### config.mk
export PLATFORM = sky130hd
export DESIGN_NAME = ir_pulse_distance_decoder_top_flat
export DESIGN_NICKNAME = d
export VERILOG_FILES = /design/src/rtl/irpd_pkg.sv /design/src/rtl/irpd_if.sv /design/src/rtl/irpd_frame_fsm.sv /design/src/rtl/ir_pulse_distance_decoder_top.sv /design/src/flat_wrapper.sv
export VERILOG_INCLUDE_DIRS = /design/src /design/src/rtl
export SDC_FILE = /design/constraint.sdc
export NUM_CORES = 1
export LEC_CHECK = 0
export BUFFER_PORTS_ARGS = -buffer_cell sky130_fd_sc_hd__buf_4
export CAP_MARGIN = 5
export CORE_MARGIN = 2
export CORE_UTILIZATION = 27
export DETAILED_ROUTE_END_ITERATION = 7
export PLACE_DENSITY = 0.49
export SLEW_MARGIN = 25
export SYNTH_ARGS = -nofsm -noshare
export SYNTH_HDL_FRONTEND = slang
export SYNTH_SLANG_ARGS = --single-unit
### constraint.sdc
create_clock -name clk -period 18.6 [get_ports clk]
set_clock_uncertainty 0.05 [all_clocks]
set_input_delay 0.93 -clock clk [delete_from_list [all_inputs] [get_ports clk]]
set_output_delay 0.93 -clock clk [all_outputs]
set_load 0.05 [all_outputs]
### src/rtl/ir_pulse_distance_decoder_top_assert.svh
// Assertion helpers shared by the decoder RTL.
// Both expect clk and arst_n in the enclosing scope.
`ifndef IR_PULSE_DISTANCE_DECODER_TOP_ASSERT_SVH
`define IR_PULSE_DISTANCE_DECODER_TOP_ASSERT_SVH

// Same-cycle implication.
`define IRPD_ASSERT_NOW(lbl, ante, cons, msg) \
	lbl: assert property (@(posedge clk) disable iff (!arst_n) (ante) |-> (cons)) \
		else $error(msg);

// Next-cycle implication.
`define IRPD_ASSERT_NEXT(lbl, ante, cons, msg) \
	lbl: assert property (@(posedge clk) disable iff (!arst_n) (ante) |=> (cons)) \
		else $error(msg);

`endif

### src/rtl/irpd_pkg.sv
package irpd_pkg;

	localparam int CODE_BITS_DEF = 32;
	localparam int CODE_W        = 32;
	localparam int DUR_W         = 16;
	localparam int TOL_W         = 7;
	localparam int NOM_W         = 13;
	localparam int CFG_IDX_W     = 1;
	localparam int CFG_DATA_W    = 32;
	localparam int PCT_SCALE     = 100;
	localparam int WIN_W         = 24;

	localparam logic [NOM_W-1:0] HDR_MARK_US    = NOM_W'(4500);
	localparam logic [NOM_W-1:0] HDR_SPACE_US   = NOM_W'(4500);
	localparam logic [NOM_W-1:0] BIT_MARK_US    = NOM_W'(560);
	localparam logic [NOM_W-1:0] ONE_SPACE_US   = NOM_W'(1690);
	localparam logic [NOM_W-1:0] ZERO_SPACE_US  = NOM_W'(560);
	localparam logic [NOM_W-1:0] FOOTER_MARK_US = NOM_W'(560);

	localparam logic [TOL_W-1:0] TOL_RESET = TOL_W'(25);

	localparam logic [CFG_IDX_W-1:0] CFG_TOLERANCE = CFG_IDX_W'(0);
	localparam logic [CFG_IDX_W-1:0] CFG_EXPECTED  = CFG_IDX_W'(1);

	typedef struct packed {
		logic [DUR_W-1:0] duration_us;
		logic             is_mark;
		logic             frame_first;
	} item_t;

	typedef struct packed {
		logic              frame_ok;
		logic [CODE_W-1:0] decoded_code;
		logic              code_match;
	} result_t;

	typedef struct packed {
		logic [TOL_W-1:0]  tolerance_pct;
		logic [CODE_W-1:0] expected_code;
	} cfg_t;

	typedef struct packed {
		logic    emit;
		result_t res;
	} dec_t;

	// floor(n*(100-t)/100) <= d <= floor(n*(100+t)/100), done without a divide:
	// d >= floor(x/100) <=> 100*d + 99 >= x, and d <= floor(x/100) <=> 100*d <= x.
	function automatic logic in_window(input logic [DUR_W-1:0] d,
			input logic [NOM_W-1:0] nom, input logic [TOL_W-1:0] tol);
		logic [WIN_W-1:0] d_scaled;
		logic [WIN_W-1:0] hi_lim;
		logic [WIN_W-1:0] lo_lim;
		logic             lo_ok;
		d_scaled = WIN_W'(d) * WIN_W'(PCT_SCALE);
		hi_lim   = WIN_W'(nom) * (WIN_W'(PCT_SCALE) + WIN_W'(tol));
		lo_lim   = (tol >= TOL_W'(PCT_SCALE)) ? '0
			: WIN_W'(nom) * (WIN_W'(PCT_SCALE) - WIN_W'(tol));
		lo_ok    = (d_scaled + WIN_W'(PCT_SCALE - 1)) >= lo_lim;
		return lo_ok && (d_scaled <= hi_lim);
	endfunction

endpackage

### src/rtl/irpd_if.sv
interface irpd_in_if;
	logic        valid;
	logic        ready;
	logic [15:0] duration_us;
	logic        is_mark;
	logic        frame_first;

	modport source (output valid, output duration_us, output is_mark, output frame_first,
		input ready);
	modport sink (input valid, input duration_us, input is_mark, input frame_first,
		output ready);
endinterface

interface irpd_out_if;
	logic        valid;
	logic        ready;
	logic        frame_ok;
	logic [31:0] decoded_code;
	logic        code_match;

	modport source (output valid, output frame_ok, output decoded_code, output code_match,
		input ready);
	modport sink (input valid, input frame_ok, input decoded_code, input code_match,
		output ready);
endinterface

### src/rtl/irpd_frame_fsm.sv
`include "ir_pulse_distance_decoder_top_assert.svh"

module irpd_frame_fsm #(
	parameter int CODE_BITS = irpd_pkg::CODE_BITS_DEF
) (
	input  logic           clk,
	input  logic           arst_n,
	input  irpd_pkg::cfg_t  cfg,
	input  logic           step_valid,
	input  irpd_pkg::item_t step_item,
	output irpd_pkg::dec_t  dec
);
	import irpd_pkg::*;

	localparam int CNT_W = $clog2(CODE_BITS + 1);

	typedef enum logic [2:0] {
		PH_IDLE,
		PH_HDR_MARK,
		PH_HDR_SPACE,
		PH_BIT_MARK,
		PH_BIT_SPACE
	} phase_t;

	phase_t             phase_q, phase_d, phase_eff;
	logic [CNT_W-1:0]   cnt_q, cnt_d, cnt_eff;
	logic [CODE_W-1:0]  shift_q, shift_d, shift_eff;
	logic               win_hdr, win_short, win_one;
	logic               emit, ok;

	assign win_hdr   = in_window(step_item.duration_us, HDR_MARK_US, cfg.tolerance_pct);
	// bit mark, zero space and footer share the 560 us nominal
	assign win_short = in_window(step_item.duration_us, BIT_MARK_US, cfg.tolerance_pct);
	assign win_one   = in_window(step_item.duration_us, ONE_SPACE_US, cfg.tolerance_pct);

	always_comb begin
		phase_eff = step_item.frame_first ? PH_HDR_MARK : phase_q;
		cnt_eff   = step_item.frame_first ? '0 : cnt_q;
		shift_eff = step_item.frame_first ? '0 : shift_q;
		phase_d   = phase_eff;
		cnt_d     = cnt_eff;
		shift_d   = shift_eff;
		emit      = 1'b0;
		ok        = 1'b0;
		case (phase_eff)
			PH_HDR_MARK: begin
				if (!step_item.is_mark || !win_hdr) begin
					emit = 1'b1;
				end else begin
					phase_d = PH_HDR_SPACE;
				end
			end
			PH_HDR_SPACE: begin
				if (step_item.is_mark || !win_hdr) begin
					emit = 1'b1;
				end else begin
					shift_d = '0;
					cnt_d   = '0;
					phase_d = PH_BIT_MARK;
				end
			end
			PH_BIT_MARK: begin
				if (cnt_eff >= CNT_W'(CODE_BITS)) begin
					// footer
					emit = 1'b1;
					ok   = step_item.is_mark && win_short;
				end else if (!step_item.is_mark || !win_short) begin
					emit = 1'b1;
				end else begin
					phase_d = PH_BIT_SPACE;
				end
			end
			PH_BIT_SPACE: begin
				if (step_item.is_mark) begin
					emit = 1'b1;
				end else if (win_one) begin
					// one wins where the windows overlap
					shift_d = {shift_eff[CODE_W-2:0], 1'b1};
					cnt_d   = cnt_eff + CNT_W'(1);
					phase_d = PH_BIT_MARK;
				end else if (win_short) begin
					shift_d = {shift_eff[CODE_W-2:0], 1'b0};
					cnt_d   = cnt_eff + CNT_W'(1);
					phase_d = PH_BIT_MARK;
				end else begin
					emit = 1'b1;
				end
			end
			default: begin
				phase_d = PH_IDLE;
			end
		endcase
		if (emit) begin
			phase_d = PH_IDLE;
		end
	end

	assign dec.emit             = emit;
	assign dec.res.frame_ok     = ok;
	assign dec.res.decoded_code = shift_eff;
	assign dec.res.code_match   = ok && (shift_eff == cfg.expected_code);

	always_ff @(posedge clk or negedge arst_n) begin
		if (!arst_n) begin
			phase_q <= PH_IDLE;
			cnt_q   <= '0;
			shift_q <= '0;
		end else if (step_valid) begin
			phase_q <= phase_d;
			cnt_q   <= cnt_d;
			shift_q <= shift_d;
		end
	end

	`IRPD_ASSERT_NOW(a_cnt_range, 1'b1, cnt_q <= CNT_W'(CODE_BITS),
		"bit count past code length")
	`IRPD_ASSERT_NOW(a_hdr_cnt_zero, phase_q == PH_HDR_MARK || phase_q == PH_HDR_SPACE,
		cnt_q == '0, "bit count nonzero during header")
	`IRPD_ASSERT_NOW(a_match_needs_ok, step_valid && dec.emit && dec.res.code_match,
		dec.res.frame_ok, "code match on a failed frame")
	`IRPD_ASSERT_NEXT(a_first_to_hdr, step_valid && step_item.frame_first && !dec.emit,
		phase_q == PH_HDR_SPACE, "frame start did not enter header space")

endmodule

### src/rtl/ir_pulse_distance_decoder_top.sv
// Pulse-distance IR remote decoder (4500/4500 header, CODE_BITS data bits MSB first with a
// 560 us mark and a 1690/560 us space, 560 us footer mark). One duration item is accepted
// every clock cycle while the output is not stalled; each item goes through an input register,
// a single decode step that compares it against the tolerance windows and updates the frame
// state, and a result register for the item that completes or breaks a frame. Items that
// only advance a frame give no result. frame_first restarts the frame at any time.
// Configuration writes take effect on the next cycle and belong between frames.
module ir_pulse_distance_decoder_top #(
	parameter int CODE_BITS = irpd_pkg::CODE_BITS_DEF
) (
	input  logic                                clk,
	input  logic                                arst_n,
	irpd_in_if.sink                             in_item,
	irpd_out_if.source                          out_item,
	input  logic                                cfg_we,
	input  logic [irpd_pkg::CFG_IDX_W-1:0]      cfg_index,
	input  logic [irpd_pkg::CFG_DATA_W-1:0]     cfg_wdata
);
	import irpd_pkg::*;

	cfg_t    cfg_q;
	logic    v_s1;
	item_t   item_s1;
	logic    out_v_q;
	result_t res_q;
	logic    adv;
	logic    in_acc;
	dec_t    dec;

	// config registers
	always_ff @(posedge clk or negedge arst_n) begin
		if (!arst_n) begin
			cfg_q.tolerance_pct <= TOL_RESET;
			cfg_q.expected_code <= '0;
		end else if (cfg_we) begin
			case (cfg_index)
				CFG_TOLERANCE: cfg_q.tolerance_pct <= cfg_wdata[TOL_W-1:0];
				CFG_EXPECTED:  cfg_q.expected_code <= cfg_wdata[CODE_W-1:0];
				default:       ;
			endcase
		end
	end

	// stage 1 moves on whenever the result register is free or being drained
	assign adv           = v_s1 && (!out_v_q || out_item.ready);
	assign in_item.ready = !v_s1 || adv;
	assign in_acc        = in_item.valid && in_item.ready;

	always_ff @(posedge clk or negedge arst_n) begin
		if (!arst_n) begin
			v_s1 <= 1'b0;
		end else if (in_acc) begin
			v_s1 <= 1'b1;
		end else if (adv) begin
			v_s1 <= 1'b0;
		end
	end

	always_ff @(posedge clk) begin
		if (in_acc) begin
			item_s1.duration_us <= in_item.duration_us;
			item_s1.is_mark     <= in_item.is_mark;
			item_s1.frame_first <= in_item.frame_first;
		end
	end

	irpd_frame_fsm #(
		.CODE_BITS(CODE_BITS)
	) u_fsm (
		.clk       (clk),
		.arst_n    (arst_n),
		.cfg       (cfg_q),
		.step_valid(adv),
		.step_item (item_s1),
		.dec       (dec)
	);

	always_ff @(posedge clk or negedge arst_n) begin
		if (!arst_n) begin
			out_v_q <= 1'b0;
		end else if (adv) begin
			out_v_q <= dec.emit;
		end else if (out_item.ready) begin
			out_v_q <= 1'b0;
		end
	end

	always_ff @(posedge clk) begin
		if (adv && dec.emit) begin
			res_q <= dec.res;
		end
	end

	assign out_item.valid        = out_v_q;
	assign out_item.frame_ok     = res_q.frame_ok;
	assign out_item.decoded_code = res_q.decoded_code;
	assign out_item.code_match   = res_q.code_match;

endmodule
### src/flat_wrapper.sv
// flat-port wrapper written by rule: the top's interface ports become plain ports
module ir_pulse_distance_decoder_top_flat import irpd_pkg::*;
#(
	parameter int CODE_BITS = irpd_pkg::CODE_BITS_DEF
)
  (clk, arst_n, cfg_we, cfg_index, cfg_wdata, in_item_valid, in_item_duration_us, in_item_is_mark, in_item_frame_first, in_item_ready, out_item_valid, out_item_frame_ok, out_item_decoded_code, out_item_code_match, out_item_ready);
  irpd_in_if in_item_i ();
  irpd_out_if out_item_i ();
  input  logic clk;
  input  logic arst_n;
  input  logic cfg_we;
  input  logic [irpd_pkg::CFG_IDX_W-1:0] cfg_index;
  input  logic [irpd_pkg::CFG_DATA_W-1:0] cfg_wdata;
  input wire logic [$bits(in_item_i.valid)-1:0] in_item_valid;
  input wire logic [$bits(in_item_i.duration_us)-1:0] in_item_duration_us;
  input wire logic [$bits(in_item_i.is_mark)-1:0] in_item_is_mark;
  input wire logic [$bits(in_item_i.frame_first)-1:0] in_item_frame_first;
  output wire logic [$bits(in_item_i.ready)-1:0] in_item_ready;
  output wire logic [$bits(out_item_i.valid)-1:0] out_item_valid;
  output wire logic [$bits(out_item_i.frame_ok)-1:0] out_item_frame_ok;
  output wire logic [$bits(out_item_i.decoded_code)-1:0] out_item_decoded_code;
  output wire logic [$bits(out_item_i.code_match)-1:0] out_item_code_match;
  input wire logic [$bits(out_item_i.ready)-1:0] out_item_ready;
  assign in_item_i.valid = in_item_valid;
  assign in_item_i.duration_us = in_item_duration_us;
  assign in_item_i.is_mark = in_item_is_mark;
  assign in_item_i.frame_first = in_item_frame_first;
  assign in_item_ready = in_item_i.ready;
  assign out_item_valid = out_item_i.valid;
  assign out_item_frame_ok = out_item_i.frame_ok;
  assign out_item_decoded_code = out_item_i.decoded_code;
  assign out_item_code_match = out_item_i.code_match;
  assign out_item_i.ready = out_item_ready;
  ir_pulse_distance_decoder_top #(.CODE_BITS(CODE_BITS)) u_core (.clk(clk), .arst_n(arst_n), .in_item(in_item_i), .out_item(out_item_i), .cfg_we(cfg_we), .cfg_index(cfg_index), .cfg_wdata(cfg_wdata));
endmodule
# After elaboration in Yosys (flattened, before gate mapping)
# Index checks and enable logic that the tools add are counted.
# Widths: inputs -> output; s select.
[word_totals] regBits=134 inputBits=56 wordCells=99 output_inout_bits=36
[op_classes] eq_ne=5 reduce_logical=22 mux=39 bitwise_logic=1 multipliers=7 n_addsub=4 order_cmp=8
[ops] operator="$mux 32" n=5
[ops] operator="$ge 24x24->1" n=3
[ops] operator="$mux 24" n=3
[ops] operator="$pmux 32 s2" n=1
[ops] operator="$le 23x24->1" n=2
[ops] operator="$mul 11x24->22 const A" n=2
[ops] operator="$mul 6x24->20 const A" n=2
[ops] operator="$eq 32x32->1" n=1
[ops] operator="$mux 6" n=5
[ops] operator="$mux 3" n=9
[ops] operator="$add 23x7->24 const B" n=1
[ops] operator="$mul 10x24->23 const A" n=1
[ops] operator="$le 23x19->1" n=1
[ops] operator="$mul 16x5->21 const B" n=1
[ops] operator="$mul 10x8->18 const A" n=1
[ops] operator="$mux 1" n=13
[ops] operator="$pmux 3 s4" n=1
[ops] operator="$pmux 6 s2" n=1
[ops] operator="$add 7x7->8 const A" n=1
[ops] operator="$logic_and 1x1->1" n=8
[ops] operator="$sub 7x7->8 const A" n=1
[ops] operator="$ge 7x7->1 const B" n=1
[ops] operator="$add 6x1->6 const B" n=1
[ops] operator="$eq 3x2->1 const B" n=2
[ops] operator="other kinds (9)" n=19

# Depth between registers and ports, before layout
[logic_depth] ltp_word=11 depth_mapped=37 depth_no_buf=35

# Hierarchy
# A second synthesis with hierarchy kept.
[unflattened] hier_cells=1849 hier_area_um2=17413.0
[by_module_without_submodules] mod="irpd_frame_fsm" seq_area_each_um2=1026.0 cells_each=1703 area_per_inst_um2=14172.3 instances=1
[by_module_without_submodules] mod="ir_pulse_distance_decoder_top" seq_area_each_um2=2591.2 cells_each=146 area_per_inst_um2=3240.6 instances=1

# Worst setup path after synthesis
# OpenSTA, ideal clock, no wires.
[synth_path] path_type="flip-flop to flip-flop" startpoint="register u_core.cfg_q[33] (netlist name)" endpoint="register u_core.res_q, in the netlist u_core.out_item.code_match, enable pin" period_less_slack_ns=9.915 arrival_ns=9.440 stages_incl_launch_ff=36 setup_ns=0.425 t_required_ns=18.125 setup_slack_ns=8.685 path_buffers=2 cell_sequence="dfrtp_1 > inv_1 > ha_1 > a21o_1 > and3_1 > or2_2 > clkbuf_1 > inv_2 > ha_1 > clkbuf_1 > inv_1 > fa_1 > inv_1 > fa_1 > inv_1 > fa_1 > inv_1 > ha_1 > a31oi_1 > o31ai_1 > o41ai_1 > o2111ai_1 > a21oi_1 > xnor2_1 > nand2_1 > ha_1 > nand2_1 > nor2_1 > a2111oi_0 > a21o_1 > o311ai_0 > a22oi_1 > o32a_1 > a2bb2oi_1 > nor2_1 > nor2_1"
[synth_via] elab_chain_cells=11 word_cells_on_any_way=35 cone_classes="add/sub (2); mul (6); order compare (7); mux (11); reduce/logical (9)"
[synth_rtl] item="start, declared" line="ir_pulse_distance_decoder_top.sv:21" source="cfg_t cfg_q;"
[synth_rtl] item="$sub 7x7->8" line="irpd_pkg.sv:58" source=": WIN_W'(nom) * (WIN_W'(PCT_SCALE) - WIN_W'(tol));"
[synth_rtl] item="$mul 6x24->20" line="irpd_pkg.sv:58"
[synth_rtl] item="$mux 24" line="irpd_pkg.sv:57" source="lo_lim = (tol >= TOL_W'(PCT_SCALE)) ? '0"
[synth_rtl] item="$ge 24x24->1" line="irpd_pkg.sv:59" source="lo_ok = (d_scaled + WIN_W'(PCT_SCALE - 1)) >= lo_lim;"
[synth_rtl] item="$logic_and 1x1->1" line="irpd_pkg.sv:60" source="return lo_ok && (d_scaled <= hi_lim);"
[synth_rtl] item="$logic_not 1->1" line="irpd_frame_fsm.sv:67" source="end else if (!step_item.is_mark || !win_short) begin"
[synth_rtl] item="$logic_or 1x1->1" line="irpd_frame_fsm.sv:67"
[synth_rtl] item="$mux 1" line="irpd_frame_fsm.sv:67"
[synth_rtl] item="$mux 1" line="irpd_frame_fsm.sv:63" source="if (cnt_eff >= CNT_W'(CODE_BITS)) begin"
[synth_rtl] item="$pmux 1 s4 (*)" line="irpd_frame_fsm.sv:45" source="case (phase_eff)"
[synth_rtl] item="$logic_and 1x1->1 (*)" line="ir_pulse_distance_decoder_top.sv:89" source="if (adv && dec.emit) begin"
[synth_rtl] item="end signal, assigned" line="ir_pulse_distance_decoder_top.sv:90" source="res_q <= dec.res;"
[synth_rtl] item="end, declared" line="ir_pulse_distance_decoder_top.sv:25" source="result_t res_q;"
# Mark *: on every way between the ends. The rest lies on a longest branch, timed or not.
# A chain may end at the register's enable or synchronous reset.

# Worst setup path in the final report
[layout_path] startpoint="register u_core.cfg_q[34] (netlist name)" endpoint="register u_core.res_q, in the netlist u_core.out_item.decoded_code[20], enable pin"
# The elaborated chain is that of the path after synthesis.

==> metrics <==
Crit path max-delay family=compound AO/OA/AOI/OAI gates; Sink Count=134; pin slew with the least headroom to its limit=1.04 ns; EDFF count, synth=52; final hold slack=0.432 ns; Initial Util=0.273; syn avg cell area=9.23 µm²; ANT cells=0; Clock transition at path regs=0.07 ns; Hold Crit Class=reg2reg; Critical Path Sink Type=flop; Max Buffers Root-to-Sink=2; Crit path buffers/inverters=5; DR vias/cell=4.85; Antenna Nets Post-Route=0; sequential area share after synthesis=0.206; hpwl dp=40.9 mm; CTS tree=yes; Syn Nets=2410; Max-Cap Viols=0; DR WL/cell=17.6 µm; # resized after CTS=0; Ports=92; Worst slew margin=0.301; maximum fanout along the worst path=23; status=finished clean; WP data required=18.69 ns; CTS H-tree depth=4; final setup vio count=0; Detailed Route WL=50.4 mm; largest net degree at the start of global routing=83; register bit total from synthesis=134; minimum clock period after layout=10.33 ns; Worst path slowest cell=dfrtp_1; via count=13874; Cell Rows=93; clock latency on the worst-skew pair=0.44 ns; Core Region=0.0643 mm²; vias in the first global route=14314; Residual DRC=0; CTS buffer count=17; Syn Std Cell Area=0.0176 mm²; Cells after Synth=1903; first-pass GRT wire length=80.7 mm; drt first-iter violations=792; CP most frequent cell=ha_1; Die H=259 µm; # nets final=2501; Hold-fix buffers, CTS=0; setup TNS=0 ns; total global-route track usage=0.154; die area=0.0671 mm²; yosys warns=0; initial antenna violation count=1; Startpoint Class=flop; ys flop type=dfrtp_1; Netlist cell types=79; Worst path max stage delay=0.67 ns; Die Wd=259 µm; Fin. Hold Viols=0; DRT Pass-1 Iters=5; layout cells sized above 1=0.103; unrepaired setup endpoints after global routing=false; routability congestion estimate=0.880; Final Cycle Share=0.556; total setup buffers inserted after CTS=0; Worst EP arrival=10.43 ns; Area growth syn-to-layout=13.8%; GRT overflow=0; Async SR Flop Fraction=0.612; count of pins over their slew limit=0; Crit Path Category=reg2reg; Fmax achieved=96.8 MHz; PortBufs=91; CTS root buffer=clkbuf_16
path summary, 6_finish.rpt:
path | from | to | slack (ns) | cells past startpoint
setup / recovery | u_core.cfg_q[34] | u_core.out_item.decoded_code[20] | 8.27 | 32
hold / removal | u_core.u_fsm.shift_q[26] | u_core.u_fsm.shift_q[26] | 0.43 | 1
setup reg to reg | u_core.cfg_q[34] | u_core.out_item.decoded_code[20] | 8.27 | 32
hold reg to reg | u_core.u_fsm.shift_q[26] | u_core.u_fsm.shift_q[26] | 0.43 | 1
max in group asynchronous | arst_n | u_core.cfg_q[38] | 17.44 | 1
min in group asynchronous | arst_n | u_core.cfg_q[31] | 0.50 | 1
cells by family (layout without fill, tap and decap cells):
group,count (synthesis),after routing,synth area share
AND/OR/NAND/NOR,412,412,0.119
adder cells (fa/ha/maj),451,451,0.359
other,1,1,0.000214
XOR/XNOR,143,143,0.0713
flip-flops,134,134,0.206
multiplexers,37,37,0.0235
AO/OA/AOI/OAI,377,377,0.147
buffers and inverters,348,452,0.0745
cell type report:
cell class / instances / area, µm²
timing repair buffer: 109 / 842
sequential: 134 / 3620
fill: 6768 / 44400
tap: 855 / 1070
clock buffer: 17 / 425
multi-input combinational: 1421 / 12700
clock inverter: 15 / 183
inverter: 311 / 1170
stage by stage:
| stage | instance area, µm² | utilization | instances | setup WS (ns) |
|---|---|---|---|---|
| after floorplan | 17600 | - | 1903 | 8.69 |
| after global placement | 19300 | 0.301 | 2829 | 8.32 |
| after detailed placement | 19300 | 0.301 | 2829 | 7.98 |
| after CTS | 19900 | 0.310 | 2861 | 7.95 |
| after global routing | 20000 | 0.311 | 2862 | 7.58 |
| final | 20000 | 0.311 | 2862 | 8.27 |
sequential cells by signal (all words and copies together) (netlist names):
signal	flops
u_core.cfg_q	39
u_core.out_item.decoded_code	32
u_core.u_fsm.shift_q	32
u_core.item_s1	18
u_core.u_fsm.cnt_q	6
u_core.u_fsm.phase_q	3
u_core.out_item.code_match	1
u_core.out_item.frame_ok	1
u_core.out_item.valid	1
u_core.v_s1	1
worst register-to-register path, delay by kind of cell (launching register included):
family                     cells  cell delay, ns
AOI/OAI and AO/OA             12            3.68
adders and majority gates      7            2.74
buffers and inverters          5            1.21
and+or+nand+nor                6            0.90
xor gates and xnor gates       2            0.78
DFF                            1            0.67
synth_stat cells (4+ instances only):
master       n  area share
a2111oi_0    6      0.0030
a211oi_1    15      0.0064
a21boi_0     4      0.0017
a21o_1      31       0.013
a21oi_1     91       0.026
a22oi_1     29       0.012
a31o_2       5      0.0025
a31oi_1      8      0.0028
and2_1      11      0.0039
and3_1      12      0.0043
buf_1        8      0.0017
clkbuf_1    27      0.0058
dfrtp_1     79        0.11
edfxtp_1    52       0.089
fa_1        88        0.10
ha_1       363        0.26
inv_1      309       0.066
mux2_2      34       0.022
nand2_1    105       0.022
nand2b_1    13      0.0046
nand3_1     31      0.0088
nand4_1     31       0.011
nor2_1      82       0.018
nor2b_1     45       0.016
nor3_1      26      0.0074
nor3b_1      5      0.0021
nor4_1      11      0.0039
o211ai_1     8      0.0034
o21a_1      13      0.0056
o21ai_0     75       0.021
o21bai_1    15      0.0064
o2bb2ai_1   27       0.013
o31ai_1     10      0.0043
o41ai_1      7      0.0035
or2_2        5      0.0018
or3_1       17      0.0061
or4_1        4      0.0017
xnor2_1    109       0.054
xor2_1      34       0.017
layer usage:
metal / wire, µm / GRT usage / up-vias
met5: 0 / 0 / -
met4: 633 / 0.0320 / 0
met3: 1640 / 0.0146 / 35
met2: 24100 / 0.262 / 273
met1: 24100 / 0.210 / 6757
li1: - / - / 6809
layout by cell type (no fill, tap or decap), drive strengths merged, types with 31 or more instances in the layout:
cell / count
a21o: 31
a21oi: 92
nand4: 31
inv: 318
nand3: 31
nor2b: 45
nand2: 105
edfxtp: 52
mux2: 34
nor2: 82
dfrtp: 79
ha: 363
fa: 88
xor2: 34
buf: 109
o21ai: 76
xnor2: 109
Power is left out: the tool's default activity adds up to more than one toggle a clock period on the data nets, which glitch-free logic cannot reach.
